==> src/hw/rtl/hsd_pkg.sv <==
`timescale 1ns / 1ps
`default_nettype none
package hsd_pkg;
  localparam int NumBucketsDef  = 1024;
  localparam int BucketDepthDef = 8;
  localparam logic [19:0] HashPrime = 20'd999149;
  // 2^32 and 2^20 reduced by the hash prime, for folding the wide sum
  localparam logic [19:0] HashFold32 = 20'd624894;
  localparam logic [15:0] HashFold20 = 16'd49427;
  localparam logic [13:0] TotalMax  = 14'h3fff;
  localparam logic [3:0]  FillOutMax = 4'd15;

  localparam logic [1:0] RegHashMult   = 2'd0;
  localparam logic [1:0] RegHashAdd    = 2'd1;
  localparam logic [1:0] RegBucketCnt  = 2'd2;

  typedef enum logic [2:0] {
    HS_IDLE, HS_MUL, HS_ADD, HS_MODP, HS_MODB, HS_PUSH
  } hash_state_t;

  typedef enum logic [2:0] {
    BK_IDLE, BK_FILL, BK_SCAN, BK_CMP, BK_DONE
  } back_state_t;
endpackage
`default_nettype wire

==> src/hw/rtl/hsd_queue.sv <==
`timescale 1ns / 1ps
`default_nettype none
// Two-entry queue between hashing and table work
module hsd_queue import hsd_pkg::*; #(
  parameter int W = 42
) (
  input  wire logic         clk,
  input  wire logic         rst,
  input  wire logic         push,
  input  wire logic [W-1:0] wdata,
  output logic              full,
  input  wire logic         pop,
  output logic [W-1:0]      rdata,
  output logic              empty
);
  logic [W-1:0] mem [2];
  logic wp, rp;
  logic [1:0] count;
  assign full = count == 2'd2;
  assign empty = count == 2'd0;
  assign rdata = mem[rp];
  always_ff @(posedge clk) begin
    if (rst) begin
      wp <= 1'b0; rp <= 1'b0; count <= 2'd0;
    end else begin
      if (push) wp <= ~wp;
      if (pop) rp <= ~rp;
      count <= count + 2'(push) - 2'(pop);
    end
    if (push) mem[wp] <= wdata;
  end
endmodule
`default_nettype wire

==> config.mk <==
export PLATFORM = sky130hd
export DESIGN_NAME = hsd_queue
export DESIGN_NICKNAME = d
export VERILOG_FILES = /design/src/hw/rtl/hsd_pkg.sv /design/src/hw/rtl/hsd_queue.sv
export SDC_FILE = /design/constraint.sdc
export NUM_CORES = 1
export LEC_CHECK = 0
export BUFFER_PORTS_ARGS = -buffer_cell sky130_fd_sc_hd__clkbuf_2
export CORE_MARGIN = 2
export CORE_UTILIZATION = 52
export CTS_CLUSTER_DIAMETER = 60
export CTS_CLUSTER_SIZE = 14
export DETAILED_ROUTE_END_ITERATION = 10
export GPL_ROUTABILITY_DRIVEN = 0
export GPL_TIMING_DRIVEN = 0
export PLACE_DENSITY = 0.79
export SLEW_MARGIN = 15
export SYNTH_ARGS = -nofsm -noshare
export SYNTH_HDL_FRONTEND = slang
export SYNTH_SLANG_ARGS = --single-unit
==> constraint.sdc <==
create_clock -name clk -period 3.3 [get_ports clk]
set_clock_uncertainty 0.1 [all_clocks]
set_input_delay 0.165 -clock clk [delete_from_list [all_inputs] [get_ports clk]]
set_output_delay 0.165 -clock clk [all_outputs]
set_load 0.05 [all_outputs]
* Word-level counts from Yosys, hierarchy flattened *
Memory sizes are Yosys's and may differ from the RTL's. A register that Yosys moved wholly into a read port is not among the register bits.
Index checks and enable logic that the tools add are counted.

word-level totals
  flip-flop bits (word level) = 4
  bits in latches = 0
  memory bits (writable) = 84
  bits in read-only memories = 0
  input bits = 46
  output and inout port bits = 44
  logic and storage cells = 14
  memories = 1

memory list
  memory  words  width  read ports  clocked after memory_dff  wr ports  line             RTL
  mem     2      42     1           1                         1         hsd_queue.sv:16  logic [W-1:0] mem [2];

operators by class
  $add $sub $neg = 2
  $mul = 0
  div/mod/pow operators = 0
  $lt $le $gt $ge = 0
  equal/unequal tests = 1
  shift-type cells = 0
  multiplexer cells = 4
  bitwise operators = 2
  reductions and logical operators = 1

operator list
  cell                                         count
  1-bit two-way mux                            4
  2-bit by 1-bit adder with 2-bit output       1
  2-bit == test, second input constant         1
  2-bit logical NOT                            1
  1-bit inverter                               2
  2-bit by 1-bit subtractor with 2-bit output  1

* Longest topological paths before layout *
  depth after elaboration = 3
  gate-level depth with buffers = 6
  mapped depth without buffers = 6

* Worst setup path after synthesis *
Ideal clock, no wire load.

  path kind = reg-to-reg
  from = reg wp
  to = mem mem[0][0], enable pin
  setup time = 0.446 ns
  data arrival time = 2.207 ns
  data required time = 2.754 ns
  path slack = 0.547 ns
  cell stages (with the launch flop) = 2
  path buffers = 0
  clock period less this slack = 2.753 ns
  path through = dfxtp_1 > nor2b_1

RTL lines
  what                    line             RTL
  start, declared         hsd_queue.sv:17  logic wp, rp;
  start signal, assigned  hsd_queue.sv:26  if (push) wp <= ~wp;
  end, declared           hsd_queue.sv:16

Straight into the memory's write port.

==> parameters.txt <==
Parameter                              Value

Power
  Power density normalized to cell area ... just under 600 mW/mm^2
  Pwr Total ... roughly 2.8 mW
  Maximum VDD drop ... approximately 430 uV
  Leakage power of the design ... approximately 1.9 nW

Floorplan
  Area of the placeable core ... around 0.0064 mm^2
  Overall die height ... roughly 85 um
  Die footprint ... 0.00731 mm^2
  Die W ... 85.5 um
  Row cnt ... 29
  Num ports ... 90
  Starting density of the core ... 54.1%

Global route
  Met1 GRT Util ... a little under a fifth
  Overflow left after global routing ... 0
  Global routing usage summed across all routing layers ... approximately 16%
  Largest net degree at the start of global routing ... 31
  Via count of the first global-routing pass ... ~1900
  Initial antenna violation count ... 0
  Met2 Resource Use GR ... roughly 29%
  Global-route wire length before repair ... 8.74 mm
  Met3 track utilization from global routing ... 2.98%
  Most Crowded Layer GR ... met2

Timing
  Final setup fails ... 0
  Final hold viol count ... 0
  Hold_ws ... 0.0291 ns
  Unrepaired setup endpoints after global routing ... false
  Share of the clock period used by the worst path ... a little over half
  Number of pins with negative max-slew slack in the final report ... 0
  Final min period ... 1.79 ns
  Worst Tran Pin Value ... approximately 0.55 ns
  Peak Freq ... about 560 MHz
  Slew margin rel. ... about 63%

Synth
  Number of instances in the synthesized netlist ... about 150
  Count of cell types in the netlist ... 13
  Number of synthesized register bits ... just under 90
  Netlist area before placement ... about 0.0035 mm^2
  Fraction of the yosys area taken by sequential cells ... roughly three quarters
  Net count of the mapped netlist ... 200
  Post-synthesis average cell area ... 22.7 um^2
  Synth warnings ... 0

Layout
  Fraction of final layout cells with drive strength greater than 1 ... between 50% and 60%
  Final Net Count ... 345
  Most used cells in the layout excluding fill and tap cells ... sky130_fd_sc_hd__clkbuf_2, sky130_fd_sc_hd__edfxtp_1, sky130_fd_sc_hd__dlygate4sd3_1
  Most frequent standard cell in the layout excluding fill and tap cells ... sky130_fd_sc_hd__clkbuf_2
  Filler-free cell count of the finished design ... 377
  Synthesis-to-layout area growth ... 36.0%
  Final Util ... about three quarters
  Count of inserted antenna diode cells ... 0

Worst setup path
  Worst setup SP type ... register
  WP data required ... 3.03 ns
  Worst path bufs/invs ... 3
  Worst Path Class, Setup ... reg -> out
  Largest stage delay, worst path ... 0.33 ns
  Endpoint arrival time on the critical path ... approximately 1.5 ns
  Critical path endpoint category ... output pin
  Slowest cell on crit path ... sky130_fd_sc_hd__dfxtp_1
  Crit-path cells ... buf_6 -> buf_12 -> mux2_4 -> clkbuf_2
  Top cell family by delay on the critical path ... buffers and inverters
  Largest fanout on the critical path ... 10

Placement
  Port Buffers ... 89
  Placed cells ... 320
  Sum of net half-perimeters after detailed placement ... about 3.7 mm

Clocking
  Worst skew pair latency ... roughly 0.33 ns
  Number of buffers created by CTS ... 9
  Hold buffer count at CTS ... 43
  Sink count of the clock tree ... just under 90
  CTS clock-pin slew for the worst setup and hold paths ... ~0.070 ns
  Post-CTS Repair Setup Buffers ... 0
  CTS tree ... built
  Post-cts repair resize count ... 0
  Clk Tree Root Cell ... sky130_fd_sc_hd__clkbuf_8
  CTS Buffer Depth ... 2
  CTS H-tree lvls ... 3

Routing
  Routed Antenna Nets ... 0
  Post-DR vias/cell ... 4.75
  Detailed Route Iter0 Violations ... 90
  DRC violations left ... 0
  WL/cell ... between 10 and 15 um
  Initial DRT Pass Iterations ... 4
  Final wirelength ... 5.65 mm
  Via total after detailed routing ... about 1800

Status
  Run status ... finished, final reports clean

Hold path
  Path class of the lowest-slack min-delay path ... in -> reg

Job
  Max Cap Viol ... 0
cell type report:
type                            count  area, um^2
Buffer                              5        91.3
Clock buffer                       10         128
Clock inverter                      4        93.8
Fill cell                         417        1690
Inverter                            2        7.51
Multi-Input combinational cell     56         741
Sequential cell                    89        2620
Tap cell                           77        96.3
Timing Repair Buffer              134         916
stage by stage:
step           area, um^2  setup WS, ns  setup TNS, ns
6_report             4700          1.51              0
5_1_grt              4700          1.43              0
4_1_cts              4700          1.48              0
3_5_place_dp         4040          1.79              0
3_3_place_gp         4000        -0.474         -19.82
2_1_floorplan        3450         0.547              0
power breakdown:
part	switching, mW	leakage [nW]	internal (mW)
clock network	0.335	0.110	0.493
logic	0.362	0.980	0.228
registers	0.0218	0.830	1.31
sequential cells by signal, summed over array words and instances, names as in the netlist, named ones only:
name and cells:
mem 84, count 2, rp 1, wp 1
path summary, 6_finish.rpt:
| kind | from | endpoint | slack (ns) | cells after the start |
|---|---|---|---|---|
| min reg2reg | rp | rp | 0.42 | 2 |
| max | register | rdata[32] | 1.51 | 4 |
| max reg2reg | wp | mem[0][2] | 1.81 | 2 |
| min | push | wp | 0.03 | 3 |
cell families after synthesis:
group / count (synthesis) / synth area share [%]
xor+xnor: 3 / 1.16
simple gates: 9 / 1.27
buf+inv: 7 / 2.86
flops: 89 / 75.9
fa+ha+maj: 2 / 0.725
mux: 42 / 18.0
metal layers:
layer | share of wire [%] | vias to the layer above
met4 | 1.8 | 0
li1 | - | 875
met2 | 53 | 52
met5 | 0 | -
met1 | 41 | 855
met3 | 3.7 | 8
synth_stat cells:
cell type	number	area share (%)
sky130_fd_sc_hd__and2_1	1	0.18
sky130_fd_sc_hd__buf_12	4	2.3
sky130_fd_sc_hd__buf_6	1	0.33
sky130_fd_sc_hd__dfxtp_1	5	2.9
sky130_fd_sc_hd__edfxtp_1	84	73
sky130_fd_sc_hd__ha_1	2	0.72
sky130_fd_sc_hd__inv_1	2	0.22
sky130_fd_sc_hd__mux2_2	2	0.65
sky130_fd_sc_hd__mux2_4	40	17
sky130_fd_sc_hd__nor2_1	5	0.54
sky130_fd_sc_hd__nor2b_1	3	0.54
sky130_fd_sc_hd__xnor2_1	2	0.51
sky130_fd_sc_hd__xnor3_1	1	0.65
worst reg2reg max path, cell delays in order, from the launching register on:
cell,delay (ns)
sky130_fd_sc_hd__dfxtp_1,0.35
sky130_fd_sc_hd__nor2b_4,0.47
sky130_fd_sc_hd__buf_12,0.26
(Power assumes the default switching activity.)
