`src/hw/rtl/hsd_pkg.sv`:
```
`timescale 1ns / 1ps
`default_nettype none
package hsd_pkg;
  localparam int NumBucketsDef  = 1024;
  localparam int BucketDepthDef = 8;
  localparam logic [19:0] HashPrime = 20'd999149;
  // 2^32 and 2^20 reduced by the hash prime, for folding the wide sum
  localparam logic [19:0] HashFold32 = 20'd624894;
  localparam logic [15:0] HashFold20 = 16'd49427;
  localparam logic [13:0] TotalMax  = 14'h3fff;
  localparam logic [3:0]  FillOutMax = 4'd15;

  localparam logic [1:0] RegHashMult   = 2'd0;
  localparam logic [1:0] RegHashAdd    = 2'd1;
  localparam logic [1:0] RegBucketCnt  = 2'd2;

  typedef enum logic [2:0] {
    HS_IDLE, HS_MUL, HS_ADD, HS_MODP, HS_MODB, HS_PUSH
  } hash_state_t;

  typedef enum logic [2:0] {
    BK_IDLE, BK_FILL, BK_SCAN, BK_CMP, BK_DONE
  } back_state_t;
endpackage
`default_nettype wire

```
`src/hw/rtl/hsd_front.sv`:
```
`timescale 1ns / 1ps
`default_nettype none
// Front end: takes a key, hashes it over several cycles, pushes (key, bucket)
module hsd_front import hsd_pkg::*; #(
  parameter int NUM_BUCKETS = NumBucketsDef,
  localparam int BW = (NUM_BUCKETS > 1) ? $clog2(NUM_BUCKETS) : 1
) (
  input  wire logic            clk,
  input  wire logic            rst,
  input  wire logic [31:0]     in_key,
  input  wire logic            in_valid,
  output logic                 in_ready,
  input  wire logic [31:0]     hash_mult,
  input  wire logic [31:0]     hash_add,
  input  wire logic [10:0]     bucket_count,
  output logic                 push,
  output logic [31:0]          push_key,
  output logic [BW-1:0]        push_bucket,
  input  wire logic            q_full
);
  localparam int CW = BW + 1;
  localparam logic [CW-1:0] NbMax = CW'(NUM_BUCKETS);

  hash_state_t state, state_next;
  logic [31:0] key;
  logic [63:0] acc;
  logic [19:0] rem;
  logic [5:0]  cnt;
  logic [CW-1:0] nb;
  logic [51:0] fold_hi;
  logic [27:0] fold_lo;
  logic [19:0] prime_red;
  logic [20:0] mtrial;

  assign in_ready = (state == HS_IDLE);
  assign push = (state == HS_PUSH) && !q_full;
  assign push_key = key;
  assign push_bucket = BW'(rem);

  // effective bucket count: zero reads as one, clipped to the table size
  always_comb begin
    if ({1'b0, bucket_count} == 12'd0) nb = CW'(1);
    else if (32'(bucket_count) > 32'(NUM_BUCKETS)) nb = NbMax;
    else nb = CW'(bucket_count);
  end

  always_comb begin
    state_next = state;
    case (state)
      HS_IDLE: if (in_valid) state_next = HS_MUL;
      HS_MUL:  state_next = HS_ADD;
      HS_ADD:  state_next = HS_MODP;
      HS_MODP: if (acc[63:20] == 44'd0) state_next = HS_MODB;
      HS_MODB: if (cnt == 6'd0) state_next = HS_PUSH;
      HS_PUSH: if (!q_full) state_next = HS_IDLE;
      default: state_next = HS_IDLE;
    endcase
  end

  // prime remainder by folding: high part times 2^n mod prime, plus low part
  assign fold_hi = 52'(acc[63:32]) * 52'(HashFold32);
  assign fold_lo = 28'(acc[31:20]) * 28'(HashFold20);
  assign prime_red = (acc[19:0] >= HashPrime) ? acc[19:0] - HashPrime : acc[19:0];

  // restoring remainder by the bucket count, one bit a cycle
  assign mtrial = {((cnt == 6'd19) ? 20'd0 : rem), acc[19]};

  always_ff @(posedge clk) begin
    if (rst) state <= HS_IDLE;
    else state <= state_next;
    case (state)
      HS_IDLE: if (in_valid) key <= in_key;
      // 32x32 low product plus sign correction (k = key - 2^32*s)
      HS_MUL: acc <= 64'(hash_mult) * 64'(key)
                     - (key[31] ? {hash_mult, 32'd0} : 64'd0);
      HS_ADD: acc <= acc + 64'(hash_add);
      HS_MODP: begin
        if (acc[63:32] != 32'd0) acc <= 64'(fold_hi) + 64'(acc[31:0]);
        else if (acc[31:20] != 12'd0) acc <= 64'(fold_lo) + 64'(acc[19:0]);
        else begin
          acc <= {44'd0, prime_red};
          cnt <= 6'd19;
        end
      end
      HS_MODB: begin
        acc <= {acc[62:0], 1'b0};
        if (mtrial >= 21'(nb)) rem <= 20'(mtrial - 21'(nb));
        else rem <= mtrial[19:0];
        cnt <= cnt - 6'd1;
      end
      default: ;
    endcase
  end
endmodule
`default_nettype wire

```
`config.mk`:
```
export PLATFORM = sky130hd
export DESIGN_NAME = hsd_front
export DESIGN_NICKNAME = d
export VERILOG_FILES = /design/src/hw/rtl/hsd_pkg.sv /design/src/hw/rtl/hsd_front.sv
export SDC_FILE = /design/constraint.sdc
export NUM_CORES = 2
export LEC_CHECK = 0
export ABC_AREA = 1
export BUFFER_PORTS_ARGS = -buffer_cell sky130_fd_sc_hd__buf_2
export CAP_MARGIN = 25
export CORE_UTILIZATION = 55
export DETAILED_ROUTE_END_ITERATION = 16
export PLACE_DENSITY = 0.72
export SYNTH_ARGS = -nofsm -noshare
export SYNTH_HDL_FRONTEND = slang
export SYNTH_SLANG_ARGS = --single-unit
```
`constraint.sdc`:
```
create_clock -name clk -period 15.3 [get_ports clk]
set_input_delay 0 -clock clk [delete_from_list [all_inputs] [get_ports clk]]
set_output_delay 0 -clock clk [all_outputs]
set_load 0.01 [all_outputs]
```
* Yosys cells after proc, flatten, opt, wreduce, memory -nomap -nowiden
Cells that the tools add are included.
** Operators by class
- $add $sub $neg :: 7
- Multipliers :: 3
- $lt $le $gt $ge :: 3
- Eq/ne operators :: 13
- Multiplexer cells :: 17
- Reduce and logical (&&, ||, !) cells :: 14
** Operators by type and width (count)
- 64-bit case mux with 4 select lines :: 1
- 64-bit by 32-bit adder with 64-bit output :: 1
- 32-bit by 32-bit multiplier with 64-bit output :: 1
- 64-bit 2-to-1 mux :: 1
- 64-bit subtractor :: 1
- 20-bit 2-to-1 mux :: 3
- 52-bit by 32-bit adder with 53-bit output :: 1
- 53-bit 2-to-1 mux :: 1
- 32-bit by 19-bit multiplier with 51-bit output (second input constant) :: 1
- 44-bit logical NOT :: 1
- 32-bit nonzero test :: 1
- 28-bit by 20-bit adder with 29-bit output :: 1
- 29-bit 2-to-1 mux :: 1
- 12-bit by 16-bit multiplier with 28-bit output (second input constant) :: 1
- 11-bit 2-to-1 mux :: 2
- 21-bit by 11-bit greater-or-equal comparator with 1-bit output :: 1
- 20-bit greater-or-equal comparator (second input constant) :: 1
- 20-bit by 11-bit subtractor with 20-bit output :: 1
- 20-bit subtractor (second input constant) :: 1
- 3-bit case mux with 6 select lines :: 1
- 3-bit 2-to-1 mux :: 4
- 6-bit 2-to-1 mux :: 2
- 2-bit != test (second input constant) :: 6
- 6-bit case mux with 2 select lines :: 1
- other kinds (18) :: 21
** Storage, ports and cells
- Register bits :: 125
- Input port bits :: 111
- Output and inout port bits :: 44

* Logic depth before layout (Yosys ltp)
- Depth after elaboration :: 5
- Depth in mapped cells :: 36
- Mapped depth without buffers :: 36

* Worst setup path after synthesis
Ideal clock, no wire load.
- Path type :: register -> register
- From :: reg key[3] (netlist: push_key[3])
- To :: reg acc[52] (data pin)
- Data arrival time :: 6.656 ns
- Slack :: 8.385 ns
- Stages on the path, launching flop included :: 30
- Clock period less this slack :: 6.915 ns
- Cells stage by stage :: edfxtp_1 -> clkbuf_1 -> nand2_1 -> fa_1 -> inv_1 -> fa_1 -> inv_1 -> fa_1 -> inv_1 -> fa_1 -> fa_1 -> inv_1 -> fa_1 -> inv_1 -> fa_1 -> inv_1 -> fa_1 -> inv_1 -> ha_1 -> nand2_1 -> nor2_1 -> inv_1 -> nor4_2 -> nand3_1 -> nand3_1 -> a21o_1 -> a21oi_1 -> or2_0 -> nand3_1 -> nand3_1
** On the way
- Cells in the longest elaborated chain, start to end :: 3
** Ends and longest elaborated chain
- start: declaration :: RTL line hsd_front.sv:25 : logic [31:0] key;
- start signal: assignment :: RTL line hsd_front.sv:72 : HS_IDLE: if (in_valid) key <= in_key;
- 32-bit by 32-bit multiplier with 64-bit output :: RTL line hsd_front.sv:74 : HS_MUL: acc <= 64'(hash_mult) * 64'(key)
- 64-bit subtractor :: RTL line hsd_front.sv:75 : - (key[31] ? {hash_mult, 32'd0} : 64'd0);
- 64-bit case mux with 4 select lines :: RTL line hsd_front.sv:71 : case (state)
- end signal: assignment :: RTL line hsd_front.sv:74
- end signal: assignment :: RTL line hsd_front.sv:76 : HS_ADD: acc <= acc + 64'(hash_add);
- end signal: assignment :: RTL line hsd_front.sv:78 : if (acc[63:32] != 32'd0) acc <= 64'(fold_hi) + 64'(acc[31:0]);
- end: declaration :: RTL line hsd_front.sv:26 : logic [63:0] acc;
No other way between the ends.
A chain may end at the register's enable or synchronous reset.

* Worst setup path after layout
- From :: reg key[3] (netlist: push_key[3])
- To :: reg acc[60] (data pin)
Same word-level chain as after synthesis.

==> flow_summary.yaml <==
timing:
  worst_pin_slew_ps: 1060
  timing.hold.ws_ps: 76.7
  maxSlewHeadroom_pct: 28.3
  finalHoldViolCount: 0
  max_freq_mhz: 120
  min_period_ps: 8350
  fin_skew_ps: 36.5
  fin_crit_sh_pct: 54.6
  maxSlewViolCount: 0
  rsz0062_at_grt: "no"
  tns_ps: 0
  setup_viol: 0
critical_path:
  path_common_cell: "fa_1"
  cp-end-kind: "flip-flop"
  crit_family: "adder cells"
  arrival_ps: 8640
  start_kind: "flip-flop"
  crit_slowest_cell: "edfxtp_1"
  crit_cells: 23
  r2r_slack_ps: 6950
  r2r_cells: 23
  cpPeakStageDelay_ps: 820
  cp_cell_sequence: "buf_4 -> nand2_1 -> fa_1 -> fa_1 -> fa_1 -> inv_1 -> fa_1 -> fa_1 -> inv_1 -> fa_1 -> inv_1 -> fa_1 -> fa_1 -> ha_1 -> nand2_1 -> nor2_1 -> inv_1 -> nor4_1 -> a21oi_1 -> o211ai_1 -> xor2_1 -> nand2_1 -> nand3_1"
  rr_startpoint: "push_key[3]$_DFFE_PP_"
  crit_buf_inv: 5
  cp-endpoint: "acc[60]$_DFFE_PP_"
  cp_max_fo: 20
  critPathLaunch: "push_key[3]$_DFFE_PP_"
  crit_type: "flip-flop to flip-flop"
  r2r_end: "acc[60]$_DFFE_PP_"
  worstPathRequired_ps: 15590
drt:
  drc: 0
  dr_total_vias: 54514
  totalWireLength_mm: 216
  post_drt_via_cell_ratio: 5.56
  routedWlPerCell_um: 22.0
  drt_iter0_drc: 4509
  postRouteAntennaNets: 0
  drt_first_pass_iters: 8
global_route:
  met1_usage_pct: 52.3
  met3_usage_pct: 6.89
  gr-usage-met2_pct: 61.0
  grt_max_degree: 45
  top_usage_layer: "met2"
  grt_usage_pct: 38.3
  antenna_found_initial: 2
  grt_pass1_vias: 56658
  grt_pass1_wl_mm: 336
  grt-ovfl-total: 0
logic_synthesis:
  ys_types: 64
  synth_compound_area_share_pct: 6.66
  synth_nets: 10233
  yosys_warnings: 0
  synthAdderAreaFrac_pct: 51.7
  ys_dominant_reg_cell: "edfxtp_1"
  synthArstFlopShare_pct: 0
  synth_seq_cells: 125
  yosys.area_share.simple_pct: 19.0
  synth_area_um2: 63000
  synthCells: 8247
  synthXorXnorAreaFrac_pct: 1.88
  yosysSeqAreaShare_pct: 5.91
  syn-mean-instance-area_um2: 7.63
  synth_edf_count: 122
  synth_mux_area_share_pct: 0
  synth_top_family_by_area: "adder cells"
cells_and_area:
  num-fill-cells: 10493
  final_cells: 9805
  syn_to_final_growth_pct: 5.07
  drive_above_1_share_pct: 4.95
  nets: 10276
clocking:
  cts_buffers: 17
  post-cts-setup-buffers: 0
  worstSkewPairLatency_ps: 560
  cts_tree: "done"
  htreeDepth: 4
  path_clk_slew_ps: 80
  clk_path_buf_depth: 2
  root_buffer: "clkbuf_16"
  cts.sinks: 125
floorplanning:
  pin_count: 155
  initial_core_util_pct: 55.7
  die_area_um2: 116000
  core_um2: 113000
  die_h_um: 340
  die_w_um: 340
  num_rows: 123
place:
  io_buffers: 154
  hpwl_mm: 182
  place_congestion: 1.01
  dp_cells: 9734
job:
  maxCapViolCount: 0
outcome:
  status: "complete, no violations"
min_path:
  hold_class: "primary input to flip-flop"
-- worst reg2reg max path, cell delays in order (launching register included) --
cell	delay, ps
edfxtp_1	820
buf_4	410
nand2_1	130
fa_1	610
fa_1	450
fa_1	500
inv_1	80
fa_1	460
fa_1	550
inv_1	60
fa_1	530
inv_1	50
fa_1	570
fa_1	450
ha_1	430
nand2_1	140
nor2_1	210
inv_1	140
nor4_1	540
a21oi_1	280
o211ai_1	440
xor2_1	120
nand2_1	80
nand3_1	70
-- repair_timing --
item	in CTS	in global routing
hold buffers	36	0
resized for setup	0	0
endpoints found under the hold margin	36	0
-- per-layer routing --
metal  vias to the layer above  share of wire [%]
li1                      24625                  -
met1                     26879                 41
met2                      2587                 46
met3                       423                9.3
met4                         0                4.0
met5                         -                  0
-- stage by stage --
step	utilization, %	setup slack [ps]	area, um2
after global routing	58.6	6560	66100
final	58.6	6950	66100
after global placement	57.7	7090	65200
after floorplan	-	8390	63000
after CTS	58.5	7050	66100
after detailed placement	57.7	7100	65200
-- area by class of cell --
| class | instances | area, um2 | area share (%) |
|---|---|---|---|
| Multi-Input combinational cell | 5653 | 50000 | 75.5 |
| Inverter | 2238 | 8400 | 12.7 |
| Sequential cell | 125 | 3720 | 5.63 |
| Tap cell | 1500 | 1880 | 2.84 |
| Timing Repair Buffer | 255 | 1620 | 2.45 |
| Clock buffer | 17 | 425 | 0.643 |
| Clock inverter | 15 | 148 | 0.223 |
| Antenna cell | 2 | 5.00 | 0.00757 |
-- worst min path at each step --
stage                startpoint                endpoint  slack, ps  depth (start not counted)
global route        hash_add[1]        acc[1]$_DFFE_PP_         90                          4
finish              hash_add[1]        acc[1]$_DFFE_PP_         80                          4
detailed placement   in_key[22]  push_key[22]$_DFFE_PP_        180                          1
CTS                 hash_add[1]        acc[1]$_DFFE_PP_         30                          4
floorplan                q_full                    push         50                          1
global placement     in_key[14]  push_key[14]$_DFFE_PP_        180                          1
-- flip-flops by register name, summed over array words and instances, names as in the netlist --
register  count
acc          64
push_key     32
rem          20
cnt           6
state         3
-- cell families after synthesis --
kind of cell | after synthesis
AOI/OAI and AO/OA | 729
xor gates and xnor gates | 135
adders and majority gates | 1875
buffers and inverters | 2469
DFF | 125
and+or+nand+nor | 2914
-- cell usage after synthesis (22+ instances only) --
cell type  number  area [um2]
a21oi_1       294        1470
inv_1        2201        8260
edfxtp_1      122        3660
a31oi_1        44         275
nand3_1       222        1110
nand2_2        42         263
xor2_1         82         718
nand2_1      2028        7610
inv_2          26        97.6
o21bai_1       31         233
a21o_1         24         180
fa_1         1211       24200
nor2_2         22         138
o21ai_0       214        1070
xnor2_1        53         464
nor3_1         35         175
nand4_1        73         457
ha_1          664        8310
clkbuf_1      213         800
nor2_1        404        1520
-- placed cells by master, fill, tap and decap left out, drive strengths merged, types with 4 or more instances in the layout --
cell type,netlist,final
edfxtp,122,122
o21bai,33,33
o21ai,226,226
o21a,8,8
nor2,435,435
a21oi,303,303
o2111ai,20,20
a21boi,19,19
nor3,38,38
a31oi,44,44
dlygate4sd3,0,36
nand2,2072,2072
xor2,82,82
nand3,236,236
clkbuf,213,17
nand4,74,74
a221oi,6,6
a21o,24,24
clkinv,11,18
and2,4,4
ha,664,664
o211ai,18,18
xnor2,53,53
o22ai,8,8
or2,23,23
fa,1211,1211
inv,2227,2234
o221ai,6,6
nand3b,11,11
nor4,14,14
buf,18,219
Power is left out: the tool's default activity adds up to more than one toggle a clock period on the data nets, which glitch-free logic cannot reach.
